===== config.mk =====
export PLATFORM = sky130hd
export DESIGN_NAME = euler_path_finder
export DESIGN_NICKNAME = d
export VERILOG_FILES = /design/src/epf_pkg.sv /design/src/epf_ctrl.sv /design/src/epf_dp.sv /design/src/euler_path_finder.sv
export SDC_FILE = /design/constraint.sdc
export NUM_CORES = 2
export LEC_CHECK = 0
export BUFFER_PORTS_ARGS = -buffer_cell sky130_fd_sc_hd__buf_2
export CORE_UTILIZATION = 50
export CTS_BUF_LIST = sky130_fd_sc_hd__clkbuf_2
export CTS_CLUSTER_SIZE = 25
export DETAILED_ROUTE_END_ITERATION = 10
export GPL_TIMING_DRIVEN = 0
export PLACE_DENSITY_LB_ADDON = 0.25
export SLEW_MARGIN = 25
export SYNTH_ARGS = -nofsm -noshare
export SYNTH_HDL_FRONTEND = slang
export SYNTH_SLANG_ARGS = --single-unit

===== constraint.sdc =====
create_clock -name clk -period 7.95 [get_ports clk]
set_input_delay 0.3975 -clock clk [delete_from_list [all_inputs] [get_ports clk]]
set_output_delay 0.3975 -clock clk [all_outputs]
set_load 0.1 [all_outputs]

===== src/epf_pkg.sv =====
//------------------------------------------------------------------------------
// epf_pkg
// Types, status codes and controller states of the Euler path finder.
//------------------------------------------------------------------------------
`timescale 1ns / 1ps
package epf_pkg;
  localparam int unsigned EPF_MAX_VERTICES = 32;
  localparam int unsigned EPF_MAX_EDGES    = 32;
  localparam int unsigned VW = 5;

  typedef enum logic [2:0] {
    ST_FOUND = 3'd0, ST_ODD = 3'd1, ST_DISC = 3'd2, ST_NOEDGE = 3'd3, ST_OVFL = 3'd4
  } epf_status_t;

  typedef enum logic {OP_ADD = 1'b0, OP_RUN = 1'b1} epf_op_t;

  typedef struct packed {
    logic           operation;
    logic [VW-1:0]  first_vertex;
    logic [VW-1:0]  second_vertex;
  } epf_in_t;

  typedef struct packed {
    logic [VW-1:0]  path_vertex;
    logic [2:0]     status;
    logic           closed_circuit;
    logic           last;
  } epf_out_t;

  typedef enum logic [3:0] {
    S_IDLE, S_ADD, S_ODD_SCAN, S_CHECK, S_INIT, S_TOP, S_CURSOR,
    S_EDGE_RD, S_EDGE_EVAL, S_USED_CHECK, S_EMIT_PREP, S_EMIT, S_FAIL
  } epf_state_t;

  // Commands from controller to datapath.
  typedef struct packed {
    logic add_edge;
    logic scan_clr;
    logic scan_odd;
    logic walk_init;
    logic read_top;
    logic read_cursor;
    logic read_edge;
    logic eval_edge;
    logic emit_prep;
    logic emit;
    logic fail;
  } epf_cmd_t;

  // Status from datapath to controller.
  typedef struct packed {
    logic scan_done;
    logic overflow;
    logic odd_bad;
    logic no_edges;
    logic stack_empty;
    logic edge_skip;
    logic unused_found;
    logic emit_last;
  } epf_stat_t;
endpackage


===== src/epf_ctrl.sv =====
//------------------------------------------------------------------------------
// epf_ctrl
// Controller state machine: sequences loads, scans, the walk and emission.
//------------------------------------------------------------------------------
`timescale 1ns / 1ps
module epf_ctrl
  import epf_pkg::*;
(
  input  logic      clk,
  input  logic      rst_n,
  input  logic      start,
  input  logic      op_run,
  input  epf_stat_t stat,
  output epf_cmd_t  cmd,
  output logic      busy
);
  epf_state_t state_r, state_nxt;

  // Hold state
  always_ff @(posedge clk) begin
    if (!rst_n) begin
      state_r <= S_IDLE;
    end else begin
      state_r <= state_nxt;
    end
  end

  // Next state
  always_comb begin
    state_nxt = state_r;
    unique case (state_r)
      S_IDLE:       if (start) state_nxt = op_run ? S_ODD_SCAN : S_ADD;
      S_ADD:        state_nxt = S_IDLE;
      S_ODD_SCAN:   if (stat.scan_done) state_nxt = S_CHECK;
      S_CHECK: begin
        if (stat.overflow || stat.odd_bad || stat.no_edges) state_nxt = S_FAIL;
        else state_nxt = S_INIT;
      end
      S_INIT:       state_nxt = S_TOP;
      S_TOP:        state_nxt = stat.stack_empty ? S_USED_CHECK : S_CURSOR;
      S_CURSOR:     state_nxt = S_EDGE_RD;
      S_EDGE_RD:    state_nxt = S_EDGE_EVAL;
      S_EDGE_EVAL:  state_nxt = stat.edge_skip ? S_EDGE_RD : S_TOP;
      S_USED_CHECK: state_nxt = stat.unused_found ? S_FAIL : S_EMIT_PREP;
      S_EMIT_PREP:  state_nxt = S_EMIT;
      S_EMIT:       if (stat.emit_last) state_nxt = S_IDLE;
      S_FAIL:       state_nxt = S_IDLE;
      default:      state_nxt = S_IDLE;
    endcase
  end

  // Outputs
  always_comb begin
    cmd = '0;
    unique case (state_r)
      S_IDLE:       cmd.scan_clr = start;
      S_ADD:        cmd.add_edge = 1'b1;
      S_ODD_SCAN:   cmd.scan_odd = 1'b1;
      S_CHECK:      cmd = '0;
      S_INIT:       cmd.walk_init = 1'b1;
      S_TOP:        cmd.read_top = !stat.stack_empty;
      S_CURSOR:     cmd.read_cursor = 1'b1;
      S_EDGE_RD:    cmd.read_edge = 1'b1;
      S_EDGE_EVAL:  cmd.eval_edge = 1'b1;
      S_USED_CHECK: cmd = '0;
      S_EMIT_PREP:  cmd.emit_prep = 1'b1;
      S_EMIT:       cmd.emit = 1'b1;
      S_FAIL:       cmd.fail = 1'b1;
      default:      cmd = '0;
    endcase
  end

  assign busy = (state_r != S_IDLE);
endmodule


===== src/epf_dp.sv =====
//------------------------------------------------------------------------------
// epf_dp
// Datapath: edge store, degree and cursor tables, walk stack, circuit store.
//------------------------------------------------------------------------------
`timescale 1ns / 1ps
module epf_dp
  import epf_pkg::*;
#(
  parameter int unsigned MAX_VERTICES = EPF_MAX_VERTICES,
  parameter int unsigned MAX_EDGES    = EPF_MAX_EDGES
)(
  input  logic      clk,
  input  logic      rst_n,
  input  logic      start,
  input  epf_in_t   in_item,
  input  epf_cmd_t  cmd,
  output epf_stat_t stat,
  output logic      out_valid,
  output epf_out_t  out_item
);
  localparam int unsigned EW = $clog2(MAX_EDGES + 1);     // count of edges
  localparam int unsigned EI = (MAX_EDGES > 1) ? $clog2(MAX_EDGES) : 1;
  localparam int unsigned VI = $clog2(MAX_VERTICES);
  localparam int unsigned SD = MAX_EDGES + 1;
  localparam int unsigned SW = $clog2(SD + 1);
  localparam int unsigned SI = $clog2(SD);
  localparam int unsigned DW = 6;

  // Memories
  logic [VW-1:0] edge_a_mem [MAX_EDGES];
  logic [VW-1:0] edge_b_mem [MAX_EDGES];
  logic [VW-1:0] stack_mem  [SD];
  logic [VW-1:0] circ_mem   [SD];

  // Per-vertex and per-edge register tables
  logic [DW-1:0] deg_r      [MAX_VERTICES];
  logic [EW-1:0] cur_r      [MAX_VERTICES];
  logic          used_r     [MAX_EDGES];

  epf_in_t        in_r;
  logic           in_ok, add_ok, add_ovf;
  logic [EW-1:0]  edge_count_r;
  logic           overflow_r;
  logic [VI-1:0]  scan_r;
  logic [1:0]     odd_cnt_r;
  logic [VW-1:0]  odd_v_r, nz_v_r, start_v;
  logic           have_odd_r, have_nz_r;
  logic           closed_r;
  logic [SW-1:0]  stack_depth_r, circ_count_r, emit_idx_r;
  logic [SW-1:0]  sd_m1, rd_off, circ_rd_idx;
  logic [VW-1:0]  top_v_r, ea_r, eb_r, far_v, circ_rd_r;
  logic [EW-1:0]  e_r;
  logic [EI-1:0]  e_idx;
  logic [VI-1:0]  top_idx;
  logic           e_live, e_incident, e_skip, e_hit, e_retire;
  logic           unused_any;

  assign in_ok = (in_r.first_vertex != in_r.second_vertex) &&
                 (32'(in_r.first_vertex) < MAX_VERTICES) &&
                 (32'(in_r.second_vertex) < MAX_VERTICES);
  assign add_ok  = cmd.add_edge && in_ok && (edge_count_r < EW'(MAX_EDGES));
  assign add_ovf = cmd.add_edge && in_ok && (edge_count_r >= EW'(MAX_EDGES));

  // Capture item
  always_ff @(posedge clk) begin
    if (start) in_r <= in_item;
  end

  // Edge store writes and registered edge reads
  always_ff @(posedge clk) begin
    if (add_ok) begin
      edge_a_mem[EI'(edge_count_r)] <= in_r.first_vertex;
      edge_b_mem[EI'(edge_count_r)] <= in_r.second_vertex;
    end
    if (cmd.read_edge) begin
      ea_r <= edge_a_mem[e_idx];
      eb_r <= edge_b_mem[e_idx];
    end
  end

  // Degree table: bump both ends of an added edge, drop all on a failed run
  always_ff @(posedge clk) begin
    if (!rst_n || cmd.fail) begin
      for (int i = 0; i < int'(MAX_VERTICES); i++) deg_r[i] <= '0;
    end else if (add_ok) begin
      deg_r[VI'(in_r.first_vertex)]  <= deg_r[VI'(in_r.first_vertex)] + 1'b1;
      deg_r[VI'(in_r.second_vertex)] <= deg_r[VI'(in_r.second_vertex)] + 1'b1;
    end
  end

  // Degree scan: count odd vertices (saturating) and note start candidates
  always_ff @(posedge clk) begin
    if (!rst_n || cmd.scan_clr) begin
      scan_r     <= '0;
      odd_cnt_r  <= '0;
      have_odd_r <= 1'b0;
      have_nz_r  <= 1'b0;
    end else if (cmd.scan_odd) begin
      scan_r <= scan_r + 1'b1;
      if (deg_r[scan_r][0]) begin
        if (!have_odd_r) begin
          odd_v_r    <= VW'(scan_r);
          have_odd_r <= 1'b1;
        end
        if (odd_cnt_r != 2'd3) odd_cnt_r <= odd_cnt_r + 1'b1;
      end
      if (deg_r[scan_r] != '0 && !have_nz_r) begin
        nz_v_r    <= VW'(scan_r);
        have_nz_r <= 1'b1;
      end
    end
  end
  assign start_v = have_odd_r ? odd_v_r : nz_v_r;

  // Edge test at the cursor of the top vertex
  assign e_idx      = (e_r < EW'(MAX_EDGES)) ? EI'(e_r) : '0;
  assign top_idx    = VI'(top_v_r);
  assign e_live     = (e_r < edge_count_r);
  assign e_incident = (ea_r == top_v_r) || (eb_r == top_v_r);
  assign e_skip     = e_live && (used_r[e_idx] || !e_incident);
  assign e_hit      = cmd.eval_edge && e_live && !e_skip && (stack_depth_r < SW'(SD));
  assign e_retire   = cmd.eval_edge && !e_skip && !e_hit;
  assign far_v      = (ea_r == top_v_r) ? eb_r : ea_r;

  // Cursor table and edge index
  always_ff @(posedge clk) begin
    if (!rst_n || cmd.fail || cmd.walk_init) begin
      for (int i = 0; i < int'(MAX_VERTICES); i++) cur_r[i] <= '0;
    end else if (e_hit) begin
      cur_r[top_idx] <= e_r + 1'b1;
    end else if (e_retire) begin
      cur_r[top_idx] <= e_r;
    end
    if (cmd.read_cursor) e_r <= cur_r[top_idx];
    else if (cmd.eval_edge && e_skip) e_r <= e_r + 1'b1;
  end

  // Used flags
  always_ff @(posedge clk) begin
    if (!rst_n || cmd.fail || cmd.walk_init) begin
      for (int i = 0; i < int'(MAX_EDGES); i++) used_r[i] <= 1'b0;
    end else if (e_hit) begin
      used_r[e_idx] <= 1'b1;
    end
  end

  // Flag any stored edge that the walk left unused
  always_comb begin
    unused_any = 1'b0;
    for (int i = 0; i < int'(MAX_EDGES); i++) begin
      if (EW'(i) < edge_count_r && !used_r[i]) unused_any = 1'b1;
    end
  end

  // Walk stack: push the far end on a hit, read the top registered
  assign sd_m1 = stack_depth_r - 1'b1;
  always_ff @(posedge clk) begin
    if (cmd.walk_init) stack_mem[0] <= start_v;
    else if (e_hit) stack_mem[SI'(stack_depth_r)] <= far_v;
    if (cmd.read_top) top_v_r <= stack_mem[SI'(sd_m1)];
  end

  // Circuit store: append retired vertices, read back in reverse
  assign rd_off      = cmd.emit ? SW'(emit_idx_r + 1'b1) : '0;
  assign circ_rd_idx = circ_count_r - 1'b1 - rd_off;
  always_ff @(posedge clk) begin
    if (e_retire && circ_count_r < SW'(SD)) circ_mem[SI'(circ_count_r)] <= top_v_r;
    if (cmd.emit_prep || (cmd.emit && !stat.emit_last))
      circ_rd_r <= circ_mem[SI'(circ_rd_idx)];
  end

  // Edge count and overflow flag
  always_ff @(posedge clk) begin
    if (!rst_n || cmd.fail) begin
      edge_count_r <= '0;
      overflow_r   <= 1'b0;
    end else if (add_ok) begin
      edge_count_r <= edge_count_r + 1'b1;
    end else if (add_ovf) begin
      overflow_r <= 1'b1;
    end
  end

  // Stack depth, circuit length and emit index
  always_ff @(posedge clk) begin
    if (!rst_n || cmd.fail) begin
      stack_depth_r <= '0;
      circ_count_r  <= '0;
      emit_idx_r    <= '0;
    end else if (cmd.walk_init) begin
      stack_depth_r <= SW'(1);
      circ_count_r  <= '0;
      emit_idx_r    <= '0;
    end else begin
      if (e_hit) begin
        stack_depth_r <= stack_depth_r + 1'b1;
      end else if (e_retire) begin
        stack_depth_r <= sd_m1;
        if (circ_count_r < SW'(SD)) circ_count_r <= circ_count_r + 1'b1;
      end
      if (cmd.emit) emit_idx_r <= emit_idx_r + 1'b1;
    end
  end

  // Closed circuit when no vertex has odd degree
  always_ff @(posedge clk) begin
    if (!rst_n) closed_r <= 1'b0;
    else if (cmd.walk_init) closed_r <= (odd_cnt_r == 2'd0);
  end

  // Status to the controller
  always_comb begin
    stat = '0;
    stat.scan_done    = (scan_r == VI'(MAX_VERTICES - 1));
    stat.overflow     = overflow_r;
    stat.odd_bad      = (odd_cnt_r == 2'd1) || (odd_cnt_r == 2'd3);
    stat.no_edges     = (edge_count_r == '0);
    stat.stack_empty  = (stack_depth_r == '0);
    stat.edge_skip    = e_skip;
    stat.unused_found = unused_any;
    stat.emit_last    = (emit_idx_r + 1'b1 == circ_count_r);
  end

  // Result item: path vertex or one status item
  always_comb begin
    out_valid = cmd.emit || cmd.fail;
    out_item  = '0;
    if (cmd.emit) begin
      out_item.path_vertex    = circ_rd_r;
      out_item.status         = ST_FOUND;
      out_item.closed_circuit = closed_r;
      out_item.last           = stat.emit_last;
    end else if (cmd.fail) begin
      out_item.last = 1'b1;
      priority if (overflow_r) out_item.status = ST_OVFL;
      else if (stat.odd_bad) out_item.status = ST_ODD;
      else if (edge_count_r == '0) out_item.status = ST_NOEDGE;
      else out_item.status = ST_DISC;
    end
  end
endmodule


===== src/euler_path_finder.sv =====
//------------------------------------------------------------------------------
// euler_path_finder
// Hierholzer Euler path search over a loaded undirected edge list.
//------------------------------------------------------------------------------
// channel | ports                       | handshake
// input   | start, busy, in_item        | taken when start && !busy
// result  | out_valid, out_item         | one cycle strobe, no backpressure
// An add item is accepted in S_IDLE and written to the store in S_ADD.
// A run scans MAX_VERTICES degrees, then checks them in S_CHECK; a failing
// check gives its status item the next cycle and clears the store then.
// The walk runs S_INIT, then S_TOP and S_CURSOR per stack visit and S_EDGE_RD
// and S_EDGE_EVAL per edge probed, one unused-edge check, one prefetch step and
// one vertex per cycle. Reset is synchronous; the receiver cannot stall results.
`timescale 1ns / 1ps
module euler_path_finder
  import epf_pkg::*;
#(
  parameter int unsigned MAX_VERTICES = EPF_MAX_VERTICES,
  parameter int unsigned MAX_EDGES    = EPF_MAX_EDGES
)(
  input  logic     clk,
  input  logic     rst_n,
  input  logic     start,
  input  epf_in_t  in_item,
  output logic     busy,
  output logic     out_valid,
  output epf_out_t out_item
);
  epf_cmd_t  cmd;
  epf_stat_t stat;

  epf_ctrl u_ctrl (
    .clk, .rst_n, .start, .op_run(in_item.operation == OP_RUN),
    .stat, .cmd, .busy
  );

  epf_dp #(.MAX_VERTICES(MAX_VERTICES), .MAX_EDGES(MAX_EDGES)) u_dp (
    .clk, .rst_n, .start(start && !busy), .in_item, .cmd, .stat,
    .out_valid, .out_item
  );
endmodule


==> metrics.md <==
| Metric | Value |
|---|---|
| Hold EP | `u_dp.in_r[6]` |
| Hold depth | `3` |
| Post-DP Area | `56,300 µm²` |
| Fillers | `8,509` |
| Library cells used by synthesis | `90` |
| Die Wd | `330 µm` |
| Area grow syn2layout | `10.4%` |
| GRT Util Overall | `32.6%` |
| Fin area | `59,200 µm²` |
| Largest net degree at the start of global routing | `35` |
| Clock transition at path regs | `0.11 ns` |
| WS Path Type | `register to register` |
| Fraction of registers with async set/reset | `0%` |
| Net Count, Synth | `3,633` |
| # DRC | `0` |
| Pwr Total | `12.7 mW` |
| Worst vdd ir | `0.000192 V` |
| Setup Viol. Count Final | `0` |
| # IOs | `26` |
| R2r setup slk | `2.71 ns` |
| Vias in the first global route | `36,500` |
| Row Count | `119` |
| PortBufs | `24` |
| CP startpoint kind | `register` |
| Fin cells | `5,586` |
| Final period utilization | `65.9%` |
| Post-synthesis sequential area ratio | `63.7%` |
| Via density | `6.87` |
| Via count | `38,400` |
| Post-route ant nets | `0` |
| RR Startpoint | `u_dp.stack_depth_r[0]` |
| Max Cap Viol | `0` |
| Initial Util | `50.7%` |
| Vert. Die Dim | `330 µm` |
| Power Dens Cells | `214 nW/µm²` |
| Min Clock Period, post-route | `5.24 ns` |
| CTS tree | `done` |
| Area of the multi-input gates | `18,300 µm²` |
| CP Data Required Time | `9.11 ns` |
| Sequential cell area | `34,200 µm²` |
| Worst hold start | `in_item[6]` |
| Die ar. | `109,000 µm²` |
| TritonCTS Buffers | `309` |
| Total Neg Setup Slack | `0 ns` |
| Max-slew headroom | `21.9%` |
| Yosys warns | `0` |
| H-tree Lvls | `5` |
| Postcts setup bufs | `0` |
| Mapped Avg Cell Area | `14.9 µm²` |
| Crit path max fanout | `10` |
| Least-Margin Pin Slew | `1.17 ns` |
| Initial DRT Pass Iterations | `8` |
| Hold Crit Class | `input pin to register` |
| Hold Vio Cnt, Final | `0` |
| Wire per inst | `31.6 µm` |
| Clk_skew | `0.161 ns` |
| Syn Std Cell Area | `53,700 µm²` |
| Worst R2R Path Depth | `12` |
| Root Buffer | `clkbuf_2` |
| Post-DP HPWL | `124,000 µm` |
| RSZ-0062 raised after global routing | `false` |
| Element type at the critical path end | `register` |
| Gp weighted congestion | `1.02` |
| Clock Sinks | `1,166` |
| Lkg Pwr | `19.2 nW` |
| Max frequency | `191 MHz` |
| Commonest register cell after synthesis | `edfxtp_1` |
| Core area | `106,000 µm²` |
| Layout cells sized above 1 | `25.9%` |
| Post-cts repair resize count | `0` |
| Status | `completed` |
| Antenna violations before repair | `10` |
| R2R Path End | `u_dp.stack_mem[0][4]` |
| Layout Nets | `4,037` |
| DRT Wirelength | `176,000 µm` |
| Total placed cells including tap cells | `5,045` |
| GR Overflow Total | `0` |
| Arr. time, crit path | `6.40 ns` |
| First-pass GRT wire length | `252,000 µm` |
| DR iter-0 viols | `6,125` |
| Post-synth EDFFs | `1,080` |
| Cells after synthesis | `3,591` |
| Slew Viols, Final | `0` |
| CTS Buffer Depth | `4` |
| Flops & latches, synth | `1,166` |
| Skew-Pair Late Insertion Delay | `1.61 ns` |
[final cells by class]
type	count	share of cell area, %
diodes	4	0.0169
plain buffers	303	2.22
multi-input cells	2081	30.9
inverters	41	0.260
well taps	1391	2.94
flip-flops and latches	1166	57.7
clock inverters	77	0.704
repair buffers	93	1.69
clock buffers	430	3.63
[critical path, stage by stage (launching register included)]
cell and delay, ns:
dfxtp_1 0.33, clkbuf_1 0.32, buf_1 0.39, inv_1 0.20
ha_1 0.25, or3b_2 0.52, or2_2 0.31, nand2_1 0.17
o211ai_2 0.29, a2111oi_2 0.84, buf_2 0.44, nand2_1 0.14
a21oi_1 0.62
[layout by cell type (no fill, tap or decap), drive strengths merged, types with 10 or more instances in the layout]
cell type / netlist / final
a2111oi: 13 / 13
a211oi: 122 / 122
a21oi: 160 / 160
a221oi: 61 / 61
a22o: 50 / 50
a22oi: 51 / 51
a31oi: 10 / 10
and2: 12 / 12
buf: 127 / 190
clkbuf: 176 / 608
clkinv: 4 / 69
dfxtp: 86 / 86
dlygate4sd3: 0 / 28
edfxtp: 1080 / 1080
ha: 27 / 27
inv: 37 / 43
mux2: 48 / 48
mux2i: 53 / 53
mux4: 266 / 266
nand2: 193 / 193
nand2b: 18 / 18
nand3: 94 / 94
nand3b: 20 / 20
nand4: 21 / 21
nor2: 182 / 182
nor2b: 37 / 37
nor3: 88 / 88
nor3b: 13 / 13
nor4: 14 / 14
o21ai: 69 / 69
o22ai: 230 / 230
o31ai: 11 / 11
or3: 17 / 17
or4: 38 / 38
xnor2: 32 / 32
xor2: 21 / 21
[how the worst max path moves through the flow]
stage | slack [ns] | endpoint | from
final | 2.71 | u_dp.stack_mem[0][4] | u_dp.stack_depth_r[0]
after global routing | 2.39 | u_dp.stack_mem[0][0] | u_dp.stack_depth_r[0]
after CTS | 2.76 | u_dp.stack_mem[5][1] | u_dp.stack_depth_r[0]
after detailed placement | 2.84 | u_dp.stack_mem[16][3] | u_dp.stack_depth_r[0]
after global placement | 1.57 | u_dp.stack_mem[20][2] | u_dp.stack_depth_r[0]
after floorplan | 3.66 | u_dp.stack_mem[0][0] | u_dp.stack_depth_r[0]
[per-layer routing]
layer | up-vias | GRT usage, % | wire length, µm
met2 | 3123 | 46.6 | 76000
met1 | 19200 | 47.1 | 69100
met4 | 12 | 12.9 | 6810
met3 | 449 | 9.27 | 24500
met5 | - | 0 | 73
li1 | 15700 | - | -
[metrics by stage]
| step | setup WS, ns | utilization (%) | hold slack, ns |
|---|---|---|---|
| 2_1_floorplan | 3.66 | - | 0.439 |
| 3_3_place_gp | 1.57 | 52.4 | 0.462 |
| 3_5_place_dp | 2.84 | 53.2 | 0.472 |
| 4_1_cts | 2.76 | 55.9 | 0.00248 |
| 5_1_grt | 2.39 | 55.9 | 0.0711 |
| 6_report | 2.71 | 55.9 | 0.191 |
[logic make-up after synthesis]
kind of cell,after synthesis,synth area share [%]
and+or+nand+nor,783,7.37
DFF,1166,63.7
muxes,367,13.2
AOI/OAI and AO/OA,848,11.4
xor gates and xnor gates,54,0.921
buffers and inverters,344,2.72
adders and majority gates,29,0.686
[Yosys cell counts (50+ instances only)]
cell type  number  area (µm²)
buf_2          76         380
o22ai_1       230        1440
clkbuf_1      176         661
nor2_1        182         683
edfxtp_1     1080       32400
a211oi_2       74         926
o21ai_0        60         300
mux2i_1        51         510
a221oi_1       61         534
mux4_2        265        5970
a22oi_1        51         383
dfxtp_1        86        1720
nand3_1        93         465
a22o_1         50         438
nand2_1       193         724
nor3_1         79         395
a21oi_1       160         801
[sequential cells by signal, summed over array words and instances, names as in the netlist, 6 cells and up, named ones only]
signal              count
u_dp.cur_r            192
u_dp.deg_r            192
u_dp.circ_mem         165
u_dp.stack_mem        165
u_dp.edge_a_mem       160
u_dp.edge_b_mem       160
u_dp.used_r            32
u_dp.in_r              10
u_dp.circ_count_r       6
u_dp.e_r                6
u_dp.edge_count_r       6
u_dp.emit_idx_r         6
u_dp.stack_depth_r      6
[where the power goes]
group | switching (mW) | internal, mW
clock network | 2.49 | 1.57
logic | 1.20 | 0.500
registers | 0.104 | 6.80
[timing repair]
| item | 4_1_cts | 5_1_grt |
|---|---|---|
| hold buffers | 28 | 0 |
| endpoints found under the hold margin | 68 | 0 |
| endpoints found under the setup margin | 0 | 0 |
(Power assumes the default switching activity.)
